==> src/rtl/mvfr_pkg.sv <==
// Shared types and defaults for the minmod vertical face reconstruction block.
// No dependencies; used by every module of the block.
package mvfr_pkg;

   localparam int MAX_ROW_LENGTH_DEFAULT = 1024;
   localparam int SAMPLE_WIDTH_DEFAULT   = 32;
   localparam int ROW_LENGTH_WIDTH       = 11;

   // Per-sample control that travels alongside the data
   typedef struct packed {
      logic row_last;   // last column of its row
      logic emit;       // a result is produced for this sample
   } sample_tag_type;

endpackage

==> src/rtl/mvfr_raster_ctrl.sv <==
// Raster position tracking and row length register.
// Depends on mvfr_pkg.
module mvfr_raster_ctrl #(
   parameter int MAX_ROW_LENGTH = mvfr_pkg::MAX_ROW_LENGTH_DEFAULT
) (
   input  logic                                   clock,
   input  logic                                   reset,
   input  logic                                   csr_valid,
   output logic                                   csr_ready,
   input  logic [mvfr_pkg::ROW_LENGTH_WIDTH-1:0]  csr_data,
   input  logic                                   accept,
   input  logic                                   frame_start,
   output logic [$clog2(MAX_ROW_LENGTH)-1:0]      column,
   output mvfr_pkg::sample_tag_type               tag
);

   localparam int AW   = $clog2(MAX_ROW_LENGTH);
   localparam int LW   = $clog2(MAX_ROW_LENGTH + 1);
   localparam int RLW  = mvfr_pkg::ROW_LENGTH_WIDTH;
   localparam int CW   = (LW > RLW) ? LW : RLW;
   localparam int RLMAX = (1 << RLW) - 1;
   localparam int RST_LEN = (MAX_ROW_LENGTH > RLMAX) ? RLMAX : MAX_ROW_LENGTH;

   logic [RLW-1:0] row_length_ff;
   logic [AW-1:0]  column_ff, column_in;
   logic [1:0]     rows_ff, rows_in;
   logic [CW-1:0]  len_raw, len_eff, col_base, col_sel;
   logic [1:0]     rows_base;

   assign csr_ready = 1'b1;

   always_ff @(posedge clock) begin
      if (reset) begin
         row_length_ff <= RLW'(RST_LEN);
      end else if (csr_valid) begin
         row_length_ff <= csr_data;
      end
   end

   always_comb begin
      len_raw = CW'(row_length_ff);
      if (len_raw == '0) begin
         len_eff = CW'(1);
      end else if (len_raw > CW'(MAX_ROW_LENGTH)) begin
         len_eff = CW'(MAX_ROW_LENGTH);
      end else begin
         len_eff = len_raw;
      end
      col_base  = frame_start ? '0 : CW'(column_ff);
      rows_base = frame_start ? 2'd0 : rows_ff;
      // length shrunk mid-row: clamp onto the last column
      col_sel = (col_base >= len_eff) ? (len_eff - CW'(1)) : col_base;
      column  = col_sel[AW-1:0];
      tag.row_last = ((col_sel + CW'(1)) >= len_eff);
      tag.emit     = (rows_base == 2'd2);
      if (tag.row_last) begin
         column_in = '0;
         rows_in   = (rows_base == 2'd2) ? rows_base : rows_base + 2'd1;
      end else begin
         column_in = column + AW'(1);
         rows_in   = rows_base;
      end
   end

   always_ff @(posedge clock) begin
      if (reset) begin
         column_ff <= '0;
         rows_ff   <= 2'd0;
      end else if (accept) begin
         column_ff <= column_in;
         rows_ff   <= rows_in;
      end
   end

endmodule

==> config.mk <==
export PLATFORM = sky130hd
export DESIGN_NAME = mvfr_raster_ctrl
export DESIGN_NICKNAME = d
export VERILOG_FILES = /design/src/rtl/mvfr_pkg.sv /design/src/rtl/mvfr_raster_ctrl.sv
export SDC_FILE = /design/constraint.sdc
export NUM_CORES = 1
export LEC_CHECK = 0
export BUFFER_PORTS_ARGS = -buffer_cell sky130_fd_sc_hd__clkbuf_2
export CAP_MARGIN = 20
export CORE_MARGIN = 10
export CORE_UTILIZATION = 28
export CTS_CLUSTER_DIAMETER = 200
export CTS_CLUSTER_SIZE = 40
export DETAILED_ROUTE_END_ITERATION = 10
export PLACE_DENSITY = 0.5
export SETUP_SLACK_MARGIN = 0.05
export SYNTH_ARGS = -nofsm -noshare
export SYNTH_HDL_FRONTEND = slang
export SYNTH_SLANG_ARGS = --single-unit
==> constraint.sdc <==
create_clock -name clock -period 11.35 [get_ports clock]
set_input_delay 1.135 -clock clock [delete_from_list [all_inputs] [get_ports clock]]
set_output_delay 1.135 -clock clock [all_outputs]
set_load 0.02 [all_outputs]
# After elaboration in Yosys (flattened, before gate mapping)
# Index checks and enable logic that the tools add are counted.
# totals
register_bits	23
latch_bits	0
ram_bits	0
mem_bits_ro	0
inputBits	16
output_inout_bits	13
elab_cells	20
mem_count	0
# op_classes
addsub	4
multipliers	0
n_div	0
order_cmp	3
n_eq_ne	1
n_shift	0
muxes	8
bitwise	0
n_reduce_logical	1
# ops
cell	count
$mux 11	3
$mux 10	2
$add 11x1->11 const B	1
$ge 10x11->1	1
$ge 11x11->1	1
$gt 11x11->1 const B	1
$logic_not 11->1	1
$sub 11x1->11 const B	1
$add 10x1->10 const B	1
$mux 2	3
$add 2x1->2 const B	1
$eq 2x2->1 const B	1

# Logic depth before layout (Yosys ltp)
# depth
ltp_word	8
ltp_mapped	28
mapped_depth_nobuf	25

# Worst setup path after synthesis
# Ideal clock, no wire load.
# synth_timing
path_kind	input port to output port
from	input port frame_start
to	output port tag[1] (netlist name)
arrival_ns	5.477
path_slack_ns	4.738
path_stages	22
path_buffers	2
cell_sequence	clkbuf_1 -> nor2b_1 -> ha_1 -> and4_1 -> o21ai_1 -> o221ai_2 -> a21o_1 -> buf_2 -> mux2i_1 -> ha_1 -> inv_1 -> a211oi_1 -> nand2_1 -> mux2_2 -> nor2_1 -> nor2_1 -> ha_1 -> o21a_1 -> o21ai_0 -> nand2b_1 -> a21oi_1 -> nor2_1
# synth_rtl
element	line_no	rtl
start, declared	mvfr_raster_ctrl.sv:12	input logic frame_start,
end, declared	mvfr_raster_ctrl.sv:14	output mvfr_pkg::sample_tag_type tag

==> results by stage <==
Global routing:
- The total global routing overflow is 0.
- The number of global-route vias before repair is 2069.
- The number of antenna violations at the first check in global routing is 0.
- The wire length of the first global-routing pass is 10400 um.
- The pin count of the biggest net entering global routing is 17.
- The global-route usage over all layers is 10.8%.

Run status:
- The run finished with clean final reports.

Layout:
- The area added between synthesis and finish is 11.6%.
- The fill cell total of the finished layout is 840.
- The number of antenna diodes in the final layout is 0.
- After the last flow step, the layout net total stands at 332.
- The sequential cells in the finished layout cover a total of 460 um^2.
- In the final layout, the share of cells above drive strength 1 is 15.5%.
- The multi-input logic area is 1670 um^2.

Critical path:
- Traced cell by cell, the critical path runs through or4_4, or3_4, a21oi_1, ha_1, nand2b_1, a211oi_2, o221ai_2, a21o_1, mux2i_1, ha_1, inv_1, a211oi_1, nand2_1, mux2_2, nor2_1, nor2_1, ha_1, o21a_1, o21ai_0, nand2b_1, a21oi_1, nor2_1, clkbuf_2.
- The highest-delay cell along the critical path is or4_4.
- Counting cells, the worst reg-to-reg path comes to 24.
- Of all nets on the critical path, the largest fanout is 16.
- The critical path is of the register to output port type.
- Data on the critical path is required at its endpoint by 10220 ps.
- At the worst endpoint, the arrival time is 6420 ps.
- For this run, the slowest stage of the critical path takes 570 ps.
- Grouping stages by cell kind, the critical path spends the most delay in compound AO/OA/AOI/OAI gates.
- The kind of capture point of the worst setup path is an output port.
- The number of cells on the critical path is 23.
- The number of buffers and inverters on the critical path is 2.
- STA classifies the critical path startpoint as a register.

Logic synthesis:
- The number of cells produced by synthesis is 269.
- The count of unique library cells instantiated by Yosys is 56.
- The warning count from the yosys run is 0.
- The dominant cell by count in the synthesized netlist is nand2_1.
- The most used flip-flop cell after synthesis is dfxtp_1.
- The proportion of synthesized chip area in sequential cells is 20.7%.
- The largest total area in the synthesized netlist belongs to dfxtp_1.
- The commonest cells after synthesis are nand2_1 (29), ha_1 (25), dfxtp_1 (23), nor2_1 (23), mux2i_1 (18).
- The async set-reset flop share out of synthesis is 0%.
- In this run the biggest area consumer among cell types represents 20.7% of the synthesized area.
- The average size of a mapped cell is 8.28 um^2.
- The cell area that synthesis handed to floorplanning was 2230 um^2.
- After synthesis the netlist holds a flip-flop and latch count of 23.
- The number of nets in the synthesized netlist is 310.
- In the post-synthesis netlist, the biggest area contributors are dfxtp_1 (21%), ha_1 (14%), mux2i_1 (8.1%), nand2_1 (4.9%), nor2_1 (3.9%).
- The number of synthesized flops with an enable pin is 0.

Placed design:
- The total half-perimeter wirelength after legalization and detailed placement is 5140 um.
- The number of port buffers is 27.
- Routability-driven placement finished with a final weighted congestion of 0.845.

Timing:
- The count of pins over their slew limit was 0.
- The count of final hold-check violations is 0.
- Setup repair after global routing left no endpoint under its margin.
- Headroom to the max-slew limit came out at 58.2%.
- The share of the clock period used by the worst path after layout is 66.6%.
- For the final routed database, the setup TNS stands at 0 ps.
- At the pin with the least slew margin, the transition time is 624 ps.
- The final-layout worst hold slack is 462 ps.
- The number of failing setup endpoints in the final timing report is 0.
- The clock skew after layout is 7.93 ps.
- The worst path needs 7560 ps of the cycle, external delays included.
- Based on the critical path, the design can be clocked at up to 132 MHz.

Drt:
- The number of DRC markers after the initial detailed-route iteration is 92.
- The total via count after detailed routing is 2023.
- The detail route stage leaves a number of antenna-violating nets equal to 0.
- In the routed design, unresolved DRC markers number 0.
- For this run, the detailed router's first-pass iteration total came to 4.
- The per-cell routed wire length is 16.1 um.
- The average vias per placed instance is 5.16.
- Summed over all layers, the routed wires come to 6330 um.

Clock network:
- The CTS tree is done.
- The post-cts sizing count is 0.
- TritonCTS created 3 clock buffers.
- The clock net in this run drives a total of 23 sinks.
- CTS placed an instance of clkbuf_8 at the clock tree root.
- The number of buffers on the longest clock path is 2.
- The clock transition at the registers of the reported paths is 90 ps.
- The count of hold-fix buffers inserted at cts is 0.
- The clock network latency to the later pin of the worst-skew pair is 270 ps.
- In this run the number of H-tree levels came out at 1.
- The post-CTS setup buffer count is 0.

Floorplanning:
- The I/O pin count is 29.
- The vertical die dimension is 109 um.
- The die width is 109 um.
- The floorplan step defined a die boundary enclosing 11900 um^2.
- The initial cell density of the core is 28.8%.
- After floorplanning, the core was sized to cover 7730 um^2.
- In this run the core area contains 32 standard-cell rows.

Pwr:
- The static leakage is 1.06 nW.
- Combinational cells account for 46.6% of the total power.
- The total power density per cell area is 112 nW/um^2.
- Sequential cells burn 33.6% of the power.
- The worst-case IR drop observed on VDD is 0.0000363 V.
- The clock network accounts for 19.8% of the total power.
- The net switching power of the design is 0.000114 W.
- The switching power as a share of total power is 40.8%.
- The internal power of the cells is 0.000165 W.

Min path:
- Along the worst hold path, the cell count comes to 2.
- The worst hold path belongs to the class register to register.

Run:
- The tool flagged a number of max-cap violations equal to 0.
## metal layers
metal	global-route usage (%)	up-vias	wire length [um]
li1	-	1023	-
met1	13.6	956	3050
met2	18.0	34	2920
met3	1.95	10	217
met4	3.81	0	140
met5	0	-	0
## layout make-up
| type | instances | area share (%) |
|---|---|---|
| Multi-Input combinational cell | 224 | 67.3 |
| Timing Repair Buffer | 27 | 5.44 |
| Clock buffer | 4 | 1.81 |
| Sequential cell | 23 | 18.5 |
| Inverter | 12 | 1.81 |
| Tap cell | 102 | 5.13 |
## per-stage QoR
step | total power [W] | area, um^2 | util [%] | worst slack [ps] | cells
after detailed placement | 0.000225 | 2440 | 31.6 | 3950 | 388
after global placement | 0.000225 | 2440 | 31.6 | 4000 | 388
final | 0.000279 | 2490 | 32.2 | 3790 | 392
after floorplan | 0.000192 | 2230 | - | 4740 | 269
after CTS | 0.000282 | 2490 | 32.2 | 3790 | 392
after global routing | 0.000301 | 2490 | 32.2 | 3220 | 392
## state kept, by name (all words and copies together), names as in the netlist
| name | flops |
|---|---|
| column_ff | 10 |
| len_raw | 11 |
| rows_ff | 2 |
## power groups by stage
stage / logic [W] / registers (W) / clock network (W)
after global placement: 0.000129 / 0.0000955 / 0
after detailed placement: 0.000130 / 0.0000955 / 0
after global routing: 0.000145 / 0.0000948 / 0.0000606
final: 0.000130 / 0.0000937 / 0.0000552
after floorplan: 0.000100 / 0.0000925 / 0
after CTS: 0.000131 / 0.0000937 / 0.0000575
## logic make-up after synthesis
kind of cell             after synthesis  share of synthesized area, %
other                                  1                         0.168
multiplexers                          22                          10.6
AO/OA/AOI/OAI                         63                          21.3
adder cells (fa/ha/maj)               25                          14.0
flip-flops                            23                          20.7
buffers and inverters                 22                          4.21
XOR/XNOR                               9                          3.54
AND/OR/NAND/NOR                      104                          25.4
## worst reg2reg max path: stages (launching register included)
cell,delay (ps)
dfxtp_1,360
or4_4,570
or3_4,400
a21oi_1,330
ha_1,290
nand2b_1,150
a211oi_2,240
o221ai_2,180
a21o_1,420
mux2i_1,400
ha_1,280
inv_1,80
a211oi_1,330
nand2_1,170
mux2_2,310
nor2_1,170
nor2_1,80
ha_1,300
o21a_1,100
o21ai_0,170
nand2b_1,80
a21oi_1,370
nor2_1,180
nor3_2,430
a32o_1,240
## worst paths after layout
path | from | end | slack (ps)
max | len_raw[7]$_SDFFE_PP0P_ | tag[1] | 3790
min | column_ff[8]$_SDFFE_PP0P_ | column_ff[8]$_SDFFE_PP0P_ | 460
max reg2reg | len_raw[7]$_SDFFE_PP0P_ | column_ff[9]$_SDFFE_PP0P_ | 4680
min reg2reg | column_ff[8]$_SDFFE_PP0P_ | column_ff[8]$_SDFFE_PP0P_ | 460
## cell usage in the layout (no fill, tap or decap), types with 2 or more instances in the layout
cell type	count
a31oi_1	3
xnor2_1	6
a32o_1	2
dfxtp_1	23
nand2b_1	9
clkbuf_2	27
nor2_1	23
and2_1	2
a22o_1	6
a211oi_1	4
mux2_2	2
or4_1	2
or3_1	4
ha_1	25
clkbuf_8	3
o21ai_1	5
a21oi_1	10
inv_1	12
mux2i_1	18
xor2_1	3
nand3_1	9
o21ai_0	7
nand2_1	29
nor3_1	5
o211ai_1	6
nand4_1	2
nor2b_1	8
a21o_1	5
o21a_1	3
nor3b_1	2
No activity file was read; power rests on OpenSTA's default activity.
