==> src/rtl/mvfr_pkg.sv <==
// Shared types and defaults for the minmod vertical face reconstruction block.
// No dependencies; used by every module of the block.
package mvfr_pkg;

   localparam int MAX_ROW_LENGTH_DEFAULT = 1024;
   localparam int SAMPLE_WIDTH_DEFAULT   = 32;
   localparam int ROW_LENGTH_WIDTH       = 11;

   // Per-sample control that travels alongside the data
   typedef struct packed {
      logic row_last;   // last column of its row
      logic emit;       // a result is produced for this sample
   } sample_tag_type;

endpackage

==> src/rtl/mvfr_face_datapath.sv <==
// Pipelined minmod slope limiter and face value arithmetic with output register.
// Depends on mvfr_pkg.
module mvfr_face_datapath #(
   parameter int SAMPLE_WIDTH = mvfr_pkg::SAMPLE_WIDTH_DEFAULT
) (
   input  logic                     clock,
   input  logic                     reset,
   input  logic                     advance,
   input  logic                     s1_valid,
   input  mvfr_pkg::sample_tag_type s1_tag,
   input  logic [SAMPLE_WIDTH-1:0]  s1_new_height,
   input  logic [SAMPLE_WIDTH-1:0]  s1_new_surface,
   input  logic [SAMPLE_WIDTH-1:0]  s1_mid_height,
   input  logic [SAMPLE_WIDTH-1:0]  s1_mid_surface,
   input  logic [SAMPLE_WIDTH-1:0]  s1_old_height,
   input  logic [SAMPLE_WIDTH-1:0]  s1_old_surface,
   output logic                     out_valid,
   output logic [SAMPLE_WIDTH-1:0]  out_face,
   output logic                     out_last
);

   localparam int SW = SAMPLE_WIDTH;
   localparam int D1 = SW + 1;   // differences
   localparam int D2 = SW + 2;   // sums of differences
   localparam int D3 = SW + 3;   // minmod difference
   localparam int D4 = SW + 4;   // doubled face value

   // stage 2: vertical differences
   logic                 v2_ff;
   logic                 l2_ff;
   logic signed [D1-1:0] dh1_ff, dz1_ff, dh2_ff, dz2_ff;
   logic [SW-1:0]        z2_ff;
   // stage 3: slope sums, minmod of h slopes
   logic                 v3_ff, l3_ff;
   logic signed [D2-1:0] a3_ff, b3_ff;
   logic signed [D1-1:0] m2_3_ff, m2_in;
   logic [SW-1:0]        z3_ff;
   // stage 4: minmod of z+h slopes
   logic                 v4_ff, l4_ff;
   logic signed [D2-1:0] m1_4_ff, m1_in;
   logic signed [D1-1:0] m2_4_ff;
   logic [SW-1:0]        z4_ff;
   // stage 5: limiter difference
   logic                 v5_ff, l5_ff;
   logic signed [D3-1:0] diff5_ff;
   logic [SW-1:0]        z5_ff;
   // output
   logic                 valid_ff, last_ff;
   logic [SW-1:0]        face_ff, face_in;
   logic signed [D4-1:0] twice;
   logic [D3-1:0]        halved;

   function automatic logic signed [D1-1:0] ext1(input logic [SW-1:0] x);
      ext1 = {x[SW-1], x};
   endfunction

   always_ff @(posedge clock) begin
      if (advance) begin
         l2_ff  <= s1_tag.row_last;
         dh1_ff <= ext1(s1_mid_height) - ext1(s1_new_height);
         dz1_ff <= ext1(s1_mid_surface) - ext1(s1_new_surface);
         dh2_ff <= ext1(s1_old_height) - ext1(s1_mid_height);
         dz2_ff <= ext1(s1_old_surface) - ext1(s1_mid_surface);
         z2_ff  <= s1_mid_surface;
      end
   end

   always_comb begin
      if (!dh1_ff[D1-1] && !dh2_ff[D1-1]) begin
         m2_in = (dh1_ff <= dh2_ff) ? dh1_ff : dh2_ff;
      end else if (dh1_ff[D1-1] && dh2_ff[D1-1]) begin
         m2_in = (dh1_ff >= dh2_ff) ? dh1_ff : dh2_ff;
      end else begin
         m2_in = '0;
      end
   end

   always_ff @(posedge clock) begin
      if (advance) begin
         l3_ff   <= l2_ff;
         a3_ff   <= {dz1_ff[D1-1], dz1_ff} + {dh1_ff[D1-1], dh1_ff};
         b3_ff   <= {dz2_ff[D1-1], dz2_ff} + {dh2_ff[D1-1], dh2_ff};
         m2_3_ff <= m2_in;
         z3_ff   <= z2_ff;
      end
   end

   // zero counts as non-negative, and every arm then gives zero
   always_comb begin
      if (!a3_ff[D2-1] && !b3_ff[D2-1]) begin
         m1_in = (a3_ff <= b3_ff) ? a3_ff : b3_ff;
      end else if (a3_ff[D2-1] && b3_ff[D2-1]) begin
         m1_in = (a3_ff >= b3_ff) ? a3_ff : b3_ff;
      end else begin
         m1_in = '0;
      end
   end

   always_ff @(posedge clock) begin
      if (advance) begin
         l4_ff   <= l3_ff;
         m1_4_ff <= m1_in;
         m2_4_ff <= m2_3_ff;
         z4_ff   <= z3_ff;
         l5_ff    <= l4_ff;
         diff5_ff <= {m1_4_ff[D2-1], m1_4_ff} - {{2{m2_4_ff[D1-1]}}, m2_4_ff};
         z5_ff    <= z4_ff;
      end
   end

   // floor((2z - diff) / 2), then clamp to the sample range
   always_comb begin
      twice  = {{3{z5_ff[SW-1]}}, z5_ff, 1'b0} - {diff5_ff[D3-1], diff5_ff};
      halved = twice[D4-1:1];
      if (halved[D3-1:SW-1] == '0 || halved[D3-1:SW-1] == '1) begin
         face_in = halved[SW-1:0];
      end else if (!halved[D3-1]) begin
         face_in = {1'b0, {(SW-1){1'b1}}};
      end else begin
         face_in = {1'b1, {(SW-1){1'b0}}};
      end
   end

   always_ff @(posedge clock) begin
      if (advance) begin
         face_ff <= face_in;
         last_ff <= l5_ff;
      end
   end

   always_ff @(posedge clock) begin
      if (reset) begin
         v2_ff    <= 1'b0;
         v3_ff    <= 1'b0;
         v4_ff    <= 1'b0;
         v5_ff    <= 1'b0;
         valid_ff <= 1'b0;
      end else if (advance) begin
         v2_ff    <= s1_valid && s1_tag.emit;
         v3_ff    <= v2_ff;
         v4_ff    <= v3_ff;
         v5_ff    <= v4_ff;
         valid_ff <= v5_ff;
      end
   end

   assign out_valid = valid_ff;
   assign out_face  = face_ff;
   assign out_last  = last_ff;

endmodule

==> config.mk <==
export PLATFORM = sky130hd
export DESIGN_NAME = mvfr_face_datapath
export DESIGN_NICKNAME = d
export VERILOG_FILES = /design/src/rtl/mvfr_pkg.sv /design/src/rtl/mvfr_face_datapath.sv
export SDC_FILE = /design/constraint.sdc
export NUM_CORES = 1
export LEC_CHECK = 0
export BUFFER_PORTS_ARGS = -buffer_cell sky130_fd_sc_hd__clkbuf_2
export CAP_MARGIN = 10
export CORE_ASPECT_RATIO = 1.25
export CORE_MARGIN = 3
export CORE_UTILIZATION = 35
export CTS_BUF_LIST = sky130_fd_sc_hd__clkbuf_2
export DETAILED_ROUTE_END_ITERATION = 8
export PLACE_DENSITY = 0.54
export SLEW_MARGIN = 15
export SYNTH_ARGS = -nofsm -noshare
export SYNTH_HDL_FRONTEND = slang
export SYNTH_SLANG_ARGS = --single-unit
==> constraint.sdc <==
create_clock -name clock -period 4.4 [get_ports clock]
set_input_delay 0.88 -clock clock [delete_from_list [all_inputs] [get_ports clock]]
set_output_delay 0.88 -clock clock [all_outputs]
set_load 0.02 [all_outputs]
# ---- Word level (Yosys, flattened, before mapping)
# Index checks and enable logic that the tools add are counted.
dict set report totals {
  regBits 505
  latch_bits 0
  ram_bits 0
  mem_bits_ro 0
  inputBits 198
  output_inout_bits 34
  wordCells 59
  mem_count 0
}
dict set report classes {
  addsub 8
  n_mul 0
  div 0
  n_lt_le_gt_ge 4
  n_eq_ne 1
  shift 0
  mux 10
  bitwise_logic 0
  reduce_logical 11
}
# cell n
set ops {}
lappend ops {{$mux W34} 4}
lappend ops {{$mux W33} 4}
lappend ops {{$sub A32 B32 Y33} 4}
lappend ops {{$add A33 B33 Y34} 2}
lappend ops {{$mux W32} 2}
lappend ops {{$sub A33 B35 Y36} 1}
lappend ops {{$sub A34 B33 Y35} 1}
lappend ops {{$ge A34 B34 Y1} 1}
lappend ops {{$le A34 B34 Y1} 1}
lappend ops {{$ge A33 B33 Y1} 1}
lappend ops {{$le A33 B33 Y1} 1}
lappend ops {{$logic_and A1 B1 Y1} 5}
lappend ops {{$eq A4 B4 Y1 const B} 1}
lappend ops {{$logic_not A1 Y1} 4}
lappend ops {{$logic_not A4 Y1} 1}
lappend ops {{$logic_or A1 B1 Y1} 1}

# ---- Depth between registers and ports, before layout
# Gate-level depths: netlist of run 1.
dict set report depth {
  ltp_word 4
  mapped_depth 13
  ltp_nobuf 12
}

# ---- Worst setup path after synthesis of run 1
# Ideal clock, no wire load.
dict set report synth_path {
  path_kind {input to register}
  start {input s1_old_height[0]}
  end {register dh2_ff[32] (data pin)}
  setup_time_ps 259
  t_arrival_ps 3284
  t_required_ps 4141
  path_slack_ps 857
  path_stages 12
  n_path_buf 0
  path_cell_list {inv_1 > ha_1 > fa_1 > nor2b_1 > o31a_1 > o211ai_1 > o32ai_1 > a222oi_1 > a21oi_1 > a211o_1 > a21oi_1 > o31a_1}
}
dict set report synth_via {
  elab_chain_len 1
}
# item line
set synth_rtl {}
lappend synth_rtl {{from (decl)} mvfr_face_datapath.sv:15} ;# input logic [SAMPLE_WIDTH-1:0] s1_old_height,
lappend synth_rtl {{$sub A32 B32 Y33} mvfr_face_datapath.sv:62} ;# dh2_ff <= ext1(s1_old_height) - ext1(s1_mid_height);
lappend synth_rtl {{to (signal assigned)} mvfr_face_datapath.sv:62}
lappend synth_rtl {{to (decl)} mvfr_face_datapath.sv:31} ;# logic signed [D1-1:0] dh1_ff, dz1_ff, dh2_ff, dz2_ff;
# Every way passes these cells.
# A chain may end at the register's enable or synchronous reset.

# ---- Worst setup path after layout of run 1
dict set report layout_path {
  start {register dh1_ff[0]}
  end {register a3_ff[32] (data pin)}
}
dict set report layout_via {
  elab_chain_len 1
}
# item line
set layout_rtl {}
lappend layout_rtl {{from (decl)} mvfr_face_datapath.sv:31}
lappend layout_rtl {{from (signal assigned)} mvfr_face_datapath.sv:60} ;# dh1_ff <= ext1(s1_mid_height) - ext1(s1_new_height);
lappend layout_rtl {{$add A33 B33 Y34} mvfr_face_datapath.sv:81} ;# a3_ff <= {dz1_ff[D1-1], dz1_ff} + {dh1_ff[D1-1], dh1_ff};
lappend layout_rtl {{to (signal assigned)} mvfr_face_datapath.sv:81}
lappend layout_rtl {{to (decl)} mvfr_face_datapath.sv:35} ;# logic signed [D2-1:0] a3_ff, b3_ff;
# Every way passes these cells.

==> results by group, run 1 <==
Routing
  – DRC: 0
  – Vias: 24.1k
  – Wirelength per Cell: 17.5 um
  – Final wirelength: 83.9 mm
  – Initial drt markers: 1183
  – Antenna viol nets, final: 0
  – Vias per cell: 5.02
  – 1st-pass router iterations: 5

Logic synthesis
  – Syn Nets: 3530
  – Syn avg cell area: 10.6 um2
  – Synthesis Warnings: 0
  – Cell variety after synth: 74
  – Post-synth EDFFs: 500
  – Most common library cells after synthesis: edfxtp_1 (500), inv_1 (354), ha_1 (333)
  – Mapped Area: 31800 um2
  – Top post-synthesis cells by area: edfxtp_1 (47%), ha_1 (13%), inv_1 (4.2%)
  – Cells after synthesis: 2991
  – Synth async-reset ratio: 0
  – Area leader, netlist: edfxtp_1
  – Register area share after synthesis: 0.475
  – Top FF cell, synth: edfxtp_1
  – Share of Yosys cell area claimed by the top area cell type: 0.472
  – Cell with the most instances after synthesis: edfxtp_1
  – Yosys reg bits: 505

Timing
  – Slew @ Worst Pin: 0.895 ns
  – Fin worst setup slack: 0.524 ns
  – Final setup vio count: 0
  – Relative slew slack: 0.396
  – Fin Hold WS: 0.209 ns
  – Final setup TNS: 0 ns
  – Final Skew: 0.0854 ns
  – Endpoints failing hold: 0
  – RSZ-0062 raised after global routing: false
  – Max-slew violation count: 0
  – Period utilization: 0.881
  – Fmax: 258 MHz
  – Min Tclk post-route: 3.88 ns

Layout
  – Share of layout cells above drive strength 1: 0.143
  – Final Instance Area: 37800 um2
  – Final std cells w/o fill: 4800
  – Nets@finish: 4061
  – Area Growth Syn to Fin: 18.7%
  – Post-layout util: 0.423

CTS
  – Post-CTS sizing: 0
  – Reg clk slew, reported paths: 0.11 ns
  – Clock tree buffer depth: 3
  – CTS tree: built
  – H-tree depth: 4
  – CTS root buf: clkbuf_2
  – Worst-skew pair later-pin latency: 1.33 ns
  – Post-CTS Setup Repair Bufs: 0
  – Number of CTS-inserted buffers: 132
  – CTS sink cnt: 505

Critical path
  – Startpoint Class: register
  – Path depth of the worst reg2reg path: 12
  – CP peak stage delay: 0.57 ns
  – WP depth: 12
  – Worst r2r src: dh1_ff[0]
  – Worst Path Buf+Inv: 1
  – CP Data Arrival Time: 4.88 ns
  – Crit path cell chain: ha_1, inv_1, fa_1, nor2b_1, o2111ai_1, a21oi_1, o311ai_1, a31oi_1, a211oi_1, o21ai_1, a21oi_1, xnor2_1
  – Worst Setup SP: dh1_ff[0]
  – Worst setup path category: register to register
  – Worst setup EP type: register
  – CP required: 5.40 ns
  – Crit Path Max Fanout: 4
  – Most used cell, CP: a21oi_1
  – Delay-heaviest family, CP: compound AO/OA/AOI/OAI gates
  – CP max-delay cell: o311ai_1

Placement
  – Placed cells: 4384
  – Post-placement cell area: 34600 um2
  – Placer Congestion: 0.871
  – Hpwl dp: 65.6 mm
  – IO buf count: 231
  – Pre-CTS worst setup slack: 0.0110 ns

Floorplanning
  – Core footprint: 89300 um2
  – Standard-cell rows: 122
  – I/O pin cnt: 232
  – Die X: 276 um
  – Die Y: 343 um
  – Starting Density: 0.356
  – Die area: 94500 um2

GRT
  – GRT overflow: 0
  – GRT Total Usage: 0.178
  – Largest net degree at the start of global routing: 85
  – Initial antenna violation count: 4
  – First-pass GRT wire length: 130 mm
  – Vias in the first global route: 24.4k

Min path
  – HP Start: s1_new_surface[5]
  – Hold crit path type: input pin to register
  – Worst Hold Depth: 4

Flow run
  – Max Cap Viol: 0

Pwr
  – Maximum vdd drop: 0.000189 V
  – Leak Pwr: 16.6 nW
  – Total power: 19.2 mW
  – Power Density: 509 nW/um2

Run status
  – Outcome: complete, no violations
## tightest hold or removal path: stages
cell	delay, ns
clkbuf_2	0.08
inv_1	0.05
ha_1	0.22
xor2_1	0.10
## sequential cells by signal, indices dropped and copies added, names as in the netlist, 33 cells and up
signal	count
diff5_ff	35
m1_4_ff	34
a3_ff	34
dh1_ff	33
b3_ff	34
dz2_ff	33
dh2_ff	33
dz1_ff	33
m2_4_ff	33
m2_3_ff	33
## cells by family (layout without fill, tap and decap cells)
kind of cell | count (synthesis) | after routing | share of synthesized area
AO/OA/AOI/OAI | 904 | 904 | 0.185
AND/OR/NAND/NOR | 611 | 611 | 0.0934
flip-flops | 505 | 505 | 0.475
buffers and inverters | 408 | 1034 | 0.0483
adder cells (fa/ha/maj) | 341 | 341 | 0.136
XOR/XNOR | 211 | 211 | 0.0581
multiplexers | 11 | 11 | 0.00358
other | 0 | 5 | 0
## layer usage
metal,up-vias,global-route usage,share of wire
met5,-,0,0
met4,0,0.0836,0.043
met3,189,0.0315,0.047
met2,599,0.305,0.49
met1,11100,0.216,0.43
li1,12200,-,-
## worst paths after layout
kind                                    end  slack [ns]
worst max register to register    a3_ff[32]        0.52
worst min-delay path              dz1_ff[5]        0.21
worst min register to register  m2_4_ff[29]        0.36
worst max-delay path              a3_ff[32]        0.52
## placed cells by master (no fill, tap or decap), types with 24 or more instances in the layout
cell type,Yosys,layout
a211oi_1,25,25
a21o_1,141,141
a21oi_1,252,252
a2bb2oi_1,36,36
a31oi_1,29,28
buf_4,0,31
clkbuf_2,0,402
clkinv_1,0,30
dlygate4sd3_1,0,182
edfxtp_1,500,500
ha_1,333,333
inv_1,354,354
nand2_1,146,146
nand2b_1,27,27
nand3_1,87,87
nand4_1,32,32
nor2_1,150,149
nor2b_1,25,25
nor3_1,44,44
o211ai_1,24,24
o21a_1,45,45
o21ai_0,191,191
o21bai_1,24,24
xnor2_1,135,135
xor2_1,76,76
## what timing repair did
| item | in CTS | in global routing |
|---|---|---|
| setup endpoints to repair | 0 | 0 |
| hold buffers | 182 | 0 |
| hold endpoints to repair | 193 | 0 |
## layout make-up
type / count / area, um2
antenna: 5 / 12.5
clock buffer: 172 / 861
clock inverter: 57 / 428
fill: 8706 / 51500
inverter: 354 / 1330
multi-input combinational: 2078 / 15200
sequential: 505 / 15100
tap: 1178 / 1470
timing repair buffer: 451 / 3360
## where the power goes
| group | internal, mW | switching, mW | total, mW |
|---|---|---|---|
| registers | 6.86 | 0.509 | 7.37 |
| clock network | 1.45 | 2.04 | 3.49 |
| logic | 3.49 | 4.85 | 8.34 |
| total | 11.8 | 7.40 | 19.2 |
Power figures use the tool's default switching activity.
==> inputs of run 2 (changes only) <==
- PLACE_DENSITY: 0.54 -> not set
- PLACE_DENSITY_LB_ADDON: not set -> 0.05
==> run 2 against run 1 <==
  * Count of clock-buffer cells in the layout increased by 22
  * Combinational power increased by 1%
  * Die area unchanged
  * Sequential share of layout area decreased by 0.40 points
  * Hold slack improved by 0.027 ns
  * Sequential power increased by 0.7%
  * Wire length increased by 6.6%
  * First-iteration DRC count decreased by 7.5%
  * Clock skew increased by 0.0086 ns
  * Flip-flop and latch count unchanged
  * Critical path depth increased by 4
  * Largest cell class unchanged
  * Largest power group unchanged
  * Highest routed layer unchanged
==> results by group, run 2 (synthesis results as in run 1) <==
Critical path
  – FF-to-FF End: b3_ff[32]
  – Worst setup path category: input pin to register
  – Worst r2r src: dh2_ff[7]
  – Worst setup EP type: register
  – R2r setup slk: 0.38 ns (-0.14 ns)
  – CP peak stage delay: 0.66 ns (+0.09 ns)
  – CP required: 5.43 ns (+0.03 ns)
  – Startpoint Class: input pin
  – CP Data Arrival Time: 5.26 ns (+0.38 ns)
  – Crit path cell chain: dlygate4sd3_1, clkbuf_2, inv_1, ha_1, o21a_1, o31a_1, a2bb2oi_1, a21boi_0, o21ai_0, a211oi_1, buf_4, o41ai_1, buf_4, a311oi_1, xnor2_1, dlygate4sd3_1
  – CP max-delay cell: o21ai_0
  – Crit Path Max Fanout: 4 (unchanged)
  – Path depth of the worst reg2reg path: 10 (-2)

GRT
  – Largest net degree at the start of global routing: 107 (+26%)
  – GRT Total Usage: 0.190 (+0.0119)
  – GRT overflow: 0 (unchanged)
  – First-pass GRT wire length: 137 mm (+5.4%)
  – Vias in the first global route: 25.4k (+4.3%)
  – Initial antenna violation count: 3 (-1)

Placement
  – Placer Congestion: 0.900 (+3.4%)
  – Hpwl dp: 70.8 mm (+7.8%)
  – Post-placement cell area: 34700 um2 (+0.28%)
  – Placed cells: 4396 (+0.27%)
  – IO buf count: 231 (unchanged)

Run status
  – Outcome: complete, no violations

Timing
  – Fmax: 237 MHz (-8.3%)
  – Final setup vio count: 0 (unchanged)
  – Period utilization: 0.961 (+0.0799)
  – Final Skew: 0.0940 ns (+0.00862 ns)
  – RSZ-0062 raised after global routing: false
  – Min Tclk post-route: 4.23 ns (+0.352 ns)
  – Slew @ Worst Pin: 0.969 ns (+0.0745 ns)
  – Relative slew slack: 0.354 (-0.0419)
  – Max-slew violation count: 0 (unchanged)
  – Endpoints failing hold: 0 (unchanged)
  – Final setup TNS: 0 ns (unchanged)

Pwr
  – Sw frac: 0.384 (-0.00133)
  – Power Density: 510 nW/um2 (+0.29%)
  – Combinational Power Share: 0.434 (about the same)
  – Sequential fraction of design power: 0.381 (-0.003)
  – Leak Pwr: 16.9 nW (+1.4%)
  – Switching power: 7.47 mW (+0.97%)
  – Clock group share of total power: 0.185 (+0.003)
  – Total power: 19.5 mW (+1.3%)
  – Maximum vdd drop: 0.000297 V (+57%)
  – Internal power: 12.0 mW (+1.5%)

CTS
  – Post-CTS sizing: 0 (unchanged)
  – H-tree depth: 4 (unchanged)
  – CTS sink cnt: 505 (unchanged)
  – CTS root buf: clkbuf_2
  – Clock tree buffer depth: 3 (unchanged)
  – Reg clk slew, reported paths: 0.13 ns (+0.02 ns)
  – Worst-skew pair later-pin latency: 1.29 ns (-0.04 ns)
  – Number of CTS-inserted buffers: 142 (+7.6%)
  – CTS tree: built

Min path
  – Hold crit path type: input pin to register
  – HP Start: advance
  – Hold Path Sink: out_face[2]
  – Worst Hold Depth: 1 (-3)

Routing
  – Final wirelength: 89.5 mm (+6.6%)
  – Initial drt markers: 1094 (-7.5%)
  – Wirelength per Cell: 18.5 um (+5.5%)
  – Antenna viol nets, final: 0 (unchanged)
  – DRC: 0 (unchanged)
  – Vias per cell: 5.09 (+1.4%)
  – 1st-pass router iterations: 5 (unchanged)
  – Vias: 24.7k (+2.4%)

Floorplanning
  – Die area: 94500 um2 (unchanged)
  – Standard-cell rows: 122 (unchanged)
  – Starting Density: 0.356 (unchanged)
  – Die Y: 343 um (unchanged)
  – Die X: 276 um (unchanged)
  – Core footprint: 89300 um2 (unchanged)
  – I/O pin cnt: 232 (unchanged)

Layout
  – Area Growth Syn to Fin: 19.9%
  – Max FFs per register: 35 (unchanged)
  – Most frequent cells in the layout: edfxtp_1 (500), clkbuf_2 (424), inv_1 (354)
  – Most common cell after layout, fill and taps aside: edfxtp_1
  – Share of layout cells above drive strength 1: 0.149 (+0.00587)
  – Fillers: 8682 (-0.28%)
  – Final Instance Area: 38100 um2 (+1.0%)
  – Most flop-heavy register: diff5_ff
  – Final std cells w/o fill: 4851 (+1.1%)
  – Nets@finish: 4104 (+1.1%)
  – Post-layout util: 0.427 (+0.00432)

Flow run
  – Max Cap Viol: 0 (unchanged)
-- run 2: cell count changes in the layout (fill, tap and decap cells not counted), sizes merged --
cell / before / now
clkinv: 43 / 44
inv: 358 / 356
clkbuf: 402 / 424
diode: 5 / 4
clkinvlp: 4 / 2
dlygate4sd3: 182 / 203
buf: 39 / 51
-- run 2: timing repair --
action | CTS | global route
endpoints found under the hold margin | 151 | 0
hold buffers | 203 | 0
buffers inserted | 0 | 0
-- run 2: per-layer routing --
layer  routed length [um]  up-vias  global-route usage  share of wire
li1                     -    12300                   -              -
met1                38600    11500               0.235           0.43
met2                42700      695               0.319           0.48
met3                 4150      208              0.0346          0.046
met4                 4050        0              0.0921          0.045
met5                    0        -                   0              0
-- run 2: worst max-delay path by stage --
| stage | from | end | cells after the start |
|---|---|---|---|
| 6_report | s1_mid_surface[3] | dz2_ff[31] | 16 |
| 5_1_grt | dh1_ff[0] | a3_ff[32] | 12 |
| 4_1_cts | dh2_ff[7] | b3_ff[32] | 10 |
| 3_5_place_dp | s1_mid_surface[0] | dz1_ff[32] | 14 |
| 3_3_place_gp | s1_mid_surface[3] | dz2_ff[31] | 14 |
| 2_1_floorplan | s1_old_height[0] | dh2_ff[32] | 12 |
-- run 2: power by group through the flow --
stage               Sequential (mW)  Clock, mW  Combinational (mW)
CTS                            7.44       3.82                8.48
global route                   7.54       4.08                9.48
global placement               7.54          0                8.12
floorplan                      7.46          0                5.79
detailed placement             7.55          0                8.22
finish                         7.42       3.59                8.44
-- run 2: cell type report --
| class | count | area (um2) | share of cell area |
|---|---|---|---|
| inverter | 354 | 1330 | 0.0348 |
| sequential | 505 | 15100 | 0.396 |
| multi-input combinational | 2078 | 15200 | 0.398 |
| tap | 1178 | 1470 | 0.0386 |
| antenna | 4 | 10.0 | 0.000262 |
| clock inverter | 54 | 398 | 0.0104 |
| clock buffer | 194 | 971 | 0.0255 |
| timing repair buffer | 484 | 3670 | 0.0963 |
-- run 2: through the flow --
stage,setup slack (ns),hold slack (ns)
after floorplan,0.857,0.400
after global placement,0.0713,0.402
after detailed placement,0.0144,0.405
after CTS,0.448,0.00314
after global routing,0.210,0.0314
final,0.172,0.236
-- run 2: critical path: cells and delay by family --
family	cells	cell delay, ns
AOI/OAI and AO/OA	8	2.24
buffers and inverters	6	1.68
xor gates and xnor gates	1	0.14
adders and majority gates	1	0.33
==> inputs of run 3 (changes only) <==
==> constraint.sdc (replaced) <==
create_clock -name clock -period 4.4 [get_ports clock]
set_input_delay 0.66 -clock clock [delete_from_list [all_inputs] [get_ports clock]]
set_output_delay 0.66 -clock clock [all_outputs]
set_load 0.02 [all_outputs]
==> run 3 against run 2 <==
  * Hold slack worse by 0.037 ns
  * Design area is 2.8% higher
  * Wire length is 0.39% higher
  * Via count is 0.82% higher
  * Critical path type unchanged
  * Critical endpoint unchanged
  * Largest cell class unchanged
  * Highest routed layer is now met5
==> results by group, run 3 (synthesis results as in run 1) <==
Layout
  – Max FFs per register: 35 (unchanged)
  – Post-layout util: 0.439 (+0.0120)
  – Register area: 15100 um2 (unchanged)
  – Fillers: 8652 (-0.35%)
  – Multi-input gate area: 15200 um2 (unchanged)
  – Share of layout cells above drive strength 1: 0.140 (-0.00934)
  – Final std cells w/o fill: 4953 (+2.1%)
  – Most flop-heavy register: diff5_ff
  – Most frequent cells in the layout: edfxtp_1 (500), clkbuf_2 (423), inv_1 (354)
  – Most common cell after layout, fill and taps aside: edfxtp_1
  – Nets@finish: 4214 (+2.7%)
  – Area Growth Syn to Fin: 23.3%

CTS
  – Worst-skew pair later-pin latency: 1.28 ns (about the same)
  – CTS root buf: clkbuf_2
  – Reg clk slew, reported paths: 0.09 ns (-0.04 ns)
  – H-tree depth: 4 (unchanged)
  – Post-CTS Setup Repair Bufs: 0 (unchanged)
  – Number of CTS-inserted buffers: 138 (-2.8%)
  – Post-CTS sizing: 0 (unchanged)
  – CTS sink cnt: 505 (unchanged)
  – Clock tree buffer depth: 3 (unchanged)
  – CTS tree: built

Critical path
  – Crit path cell chain: dlygate4sd3_1, clkbuf_2, inv_1, ha_1, nor2b_1, o31a_1, a2bb2oi_1, a21boi_0, buf_4, o21ai_0, a211oi_1, buf_4, o41ai_1, buf_4, a311oi_1, xnor2_1, dlygate4sd3_1
  – Worst setup EP type: register
  – Worst setup path category: input pin to register
  – Startpoint Class: input pin
  – Crit Path Max Fanout: 4 (unchanged)
  – FF-to-FF End: b3_ff[32]
  – CP max-delay cell: o21ai_0
  – CP Data Arrival Time: 5.16 ns (-0.10 ns)
  – Path depth of the worst reg2reg path: 10 (unchanged)
  – Worst r2r src: dh2_ff[7]
  – CP required: 5.45 ns (+0.02 ns)
  – Most used cell, CP: buf_4
  – CP peak stage delay: 0.57 ns (-0.09 ns)
  – R2r setup slk: 0.42 ns (+0.04 ns)

Floorplanning
  – Die X: 276 um (unchanged)
  – Standard-cell rows: 122 (unchanged)
  – Die area: 94500 um2 (unchanged)
  – Core footprint: 89300 um2 (unchanged)
  – Die Y: 343 um (unchanged)
  – Starting Density: 0.356 (unchanged)
  – I/O pin cnt: 232 (unchanged)

Timing
  – Fmax: 243 MHz (+2.9%)
  – Fin Hold WS: 0.199 ns (-0.0365 ns)
  – Min Tclk post-route: 4.11 ns (-0.120 ns)
  – RSZ-0062 raised after global routing: false
  – Final Skew: 0.0565 ns (-0.0375 ns)
  – Max-slew violation count: 0 (unchanged)
  – Period utilization: 0.934 (-0.0272)
  – Final setup TNS: 0 ns (unchanged)
  – Slew @ Worst Pin: 0.864 ns (-0.105 ns)
  – Endpoints failing hold: 0 (unchanged)
  – Relative slew slack: 0.424 (+0.0699)
  – Final setup vio count: 0 (unchanged)

Run status
  – Outcome: complete, no violations

Placement
  – Placer Congestion: 0.889 (-1.2%)
  – IO buf count: 231 (unchanged)
  – Placed cells: 4380 (-0.36%)
  – Hpwl dp: 70.0 mm (-1.1%)

Routing
  – Wirelength per Cell: 18.1 um (-1.7%)
  – 1st-pass router iterations: 5 (unchanged)
  – Vias: 24.9k (+0.82%)
  – Final wirelength: 89.9 mm (+0.39%)
  – Antenna viol nets, final: 0 (unchanged)
  – DRC: 0 (unchanged)
  – Vias per cell: 5.02 (-1.3%)
  – Initial drt markers: 1111 (+1.6%)

Min path
  – Hold crit path type: input pin to register
  – Hold Path Sink: z2_ff[9]
  – Worst Hold Depth: 2 (+1)
  – HP Start: s1_mid_surface[9]

Flow run
  – Max Cap Viol: 0 (unchanged)

Pwr
  – Power Density: 497 nW/um2 (-2.6%)
  – Maximum vdd drop: 0.000329 V (+11%)
  – Leak Pwr: 17.3 nW (+2.5%)

GRT
  – GRT overflow: 0 (unchanged)
  – Routing usage on met3: 0.0342 (-0.000420)
  – Global Route met1 Usage: 0.234 (-0.00112)
  – Vias in the first global route: 25.8k (+1.5%)
  – Initial antenna violation count: 4 (+1)
  – Largest net degree at the start of global routing: 91 (-15%)
  – Most used routing layer: met2
  – Grt met2 use: 0.325 (+0.00599)
  – First-pass GRT wire length: 138 mm (+0.86%)
  – GRT Total Usage: 0.190 (+0.000281)
run 3: cell count changes in the layout (fill, tap and decap cells not counted):
cell	delta
inv_2	+1
clkinv_1	-8
clkbuf_2	-1
buf_4	-16
clkinv_4	-2
bufinv_16	-2
dlygate4sd3_1	+130
run 3: how the worst max path moves through the flow:
| stage | from | end | slack [ns] | depth (start not counted) |
|---|---|---|---|---|
| after global routing | s1_mid_surface[1] | dz2_ff[31] | 0.21 | 17 |
| after detailed placement | s1_mid_surface[1] | dz2_ff[31] | 0.09 | 15 |
| final | s1_mid_surface[1] | dz2_ff[31] | 0.29 | 17 |
| after CTS | dh2_ff[7] | b3_ff[32] | 0.46 | 10 |
| after floorplan | s1_old_height[0] | dh2_ff[32] | 1.08 | 12 |
| after global placement | s1_mid_surface[1] | dz2_ff[31] | 0.13 | 15 |
run 3: final cells by class:
type / count / area share
Antenna cell: 4 / 0.000255
Clock buffer: 193 / 0.0246
Sequential cell: 505 / 0.385
Timing Repair Buffer: 598 / 0.124
Inverter: 354 / 0.0339
Tap cell: 1178 / 0.0376
Clock inverter: 43 / 0.00750
Multi-Input combinational cell: 2078 / 0.387
run 3: stage by stage:
step           setup slack (ns)  power (mW)  area (um2)
2_1_floorplan              1.08        13.3       31800
3_3_place_gp              0.128        15.7       34600
3_5_place_dp             0.0887        15.8       34600
4_1_cts                   0.461        19.8       39200
5_1_grt                   0.208        21.1       39200
6_report                  0.292        19.5       39200
run 3: repair_timing:
action / CTS / global route
endpoints found under the hold margin: 263 / 0
hold buffers: 333 / 0
endpoints found under the setup margin: 0 / 0
run 3: report_power, final:
| group | leakage [nW] | internal, mW | switching, mW | total [mW] |
|---|---|---|---|---|
| Combinational | 11.4 | 3.73 | 4.93 | 8.66 |
| Clock | 0.948 | 1.42 | 1.99 | 3.41 |
| Sequential | 4.96 | 6.87 | 0.539 | 7.40 |
| Total | 17.3 | 12.0 | 7.46 | 19.5 |
run 3: worst max-delay path: cells and delay by family:
| family | cells | cell delay [ns] |
|---|---|---|
| AOI/OAI and AO/OA | 7 | 1.97 |
| buffers and inverters | 7 | 1.91 |
| adders and majority gates | 1 | 0.28 |
| and+or+nand+nor | 1 | 0.17 |
| xor gates and xnor gates | 1 | 0.15 |
run 3: layer usage:
metal | part of all wire | up-vias
li1 | - | 12500
met1 | 0.44 | 11600
met2 | 0.48 | 641
met3 | 0.043 | 182
met4 | 0.040 | 2
met5 | 0.00016 | -
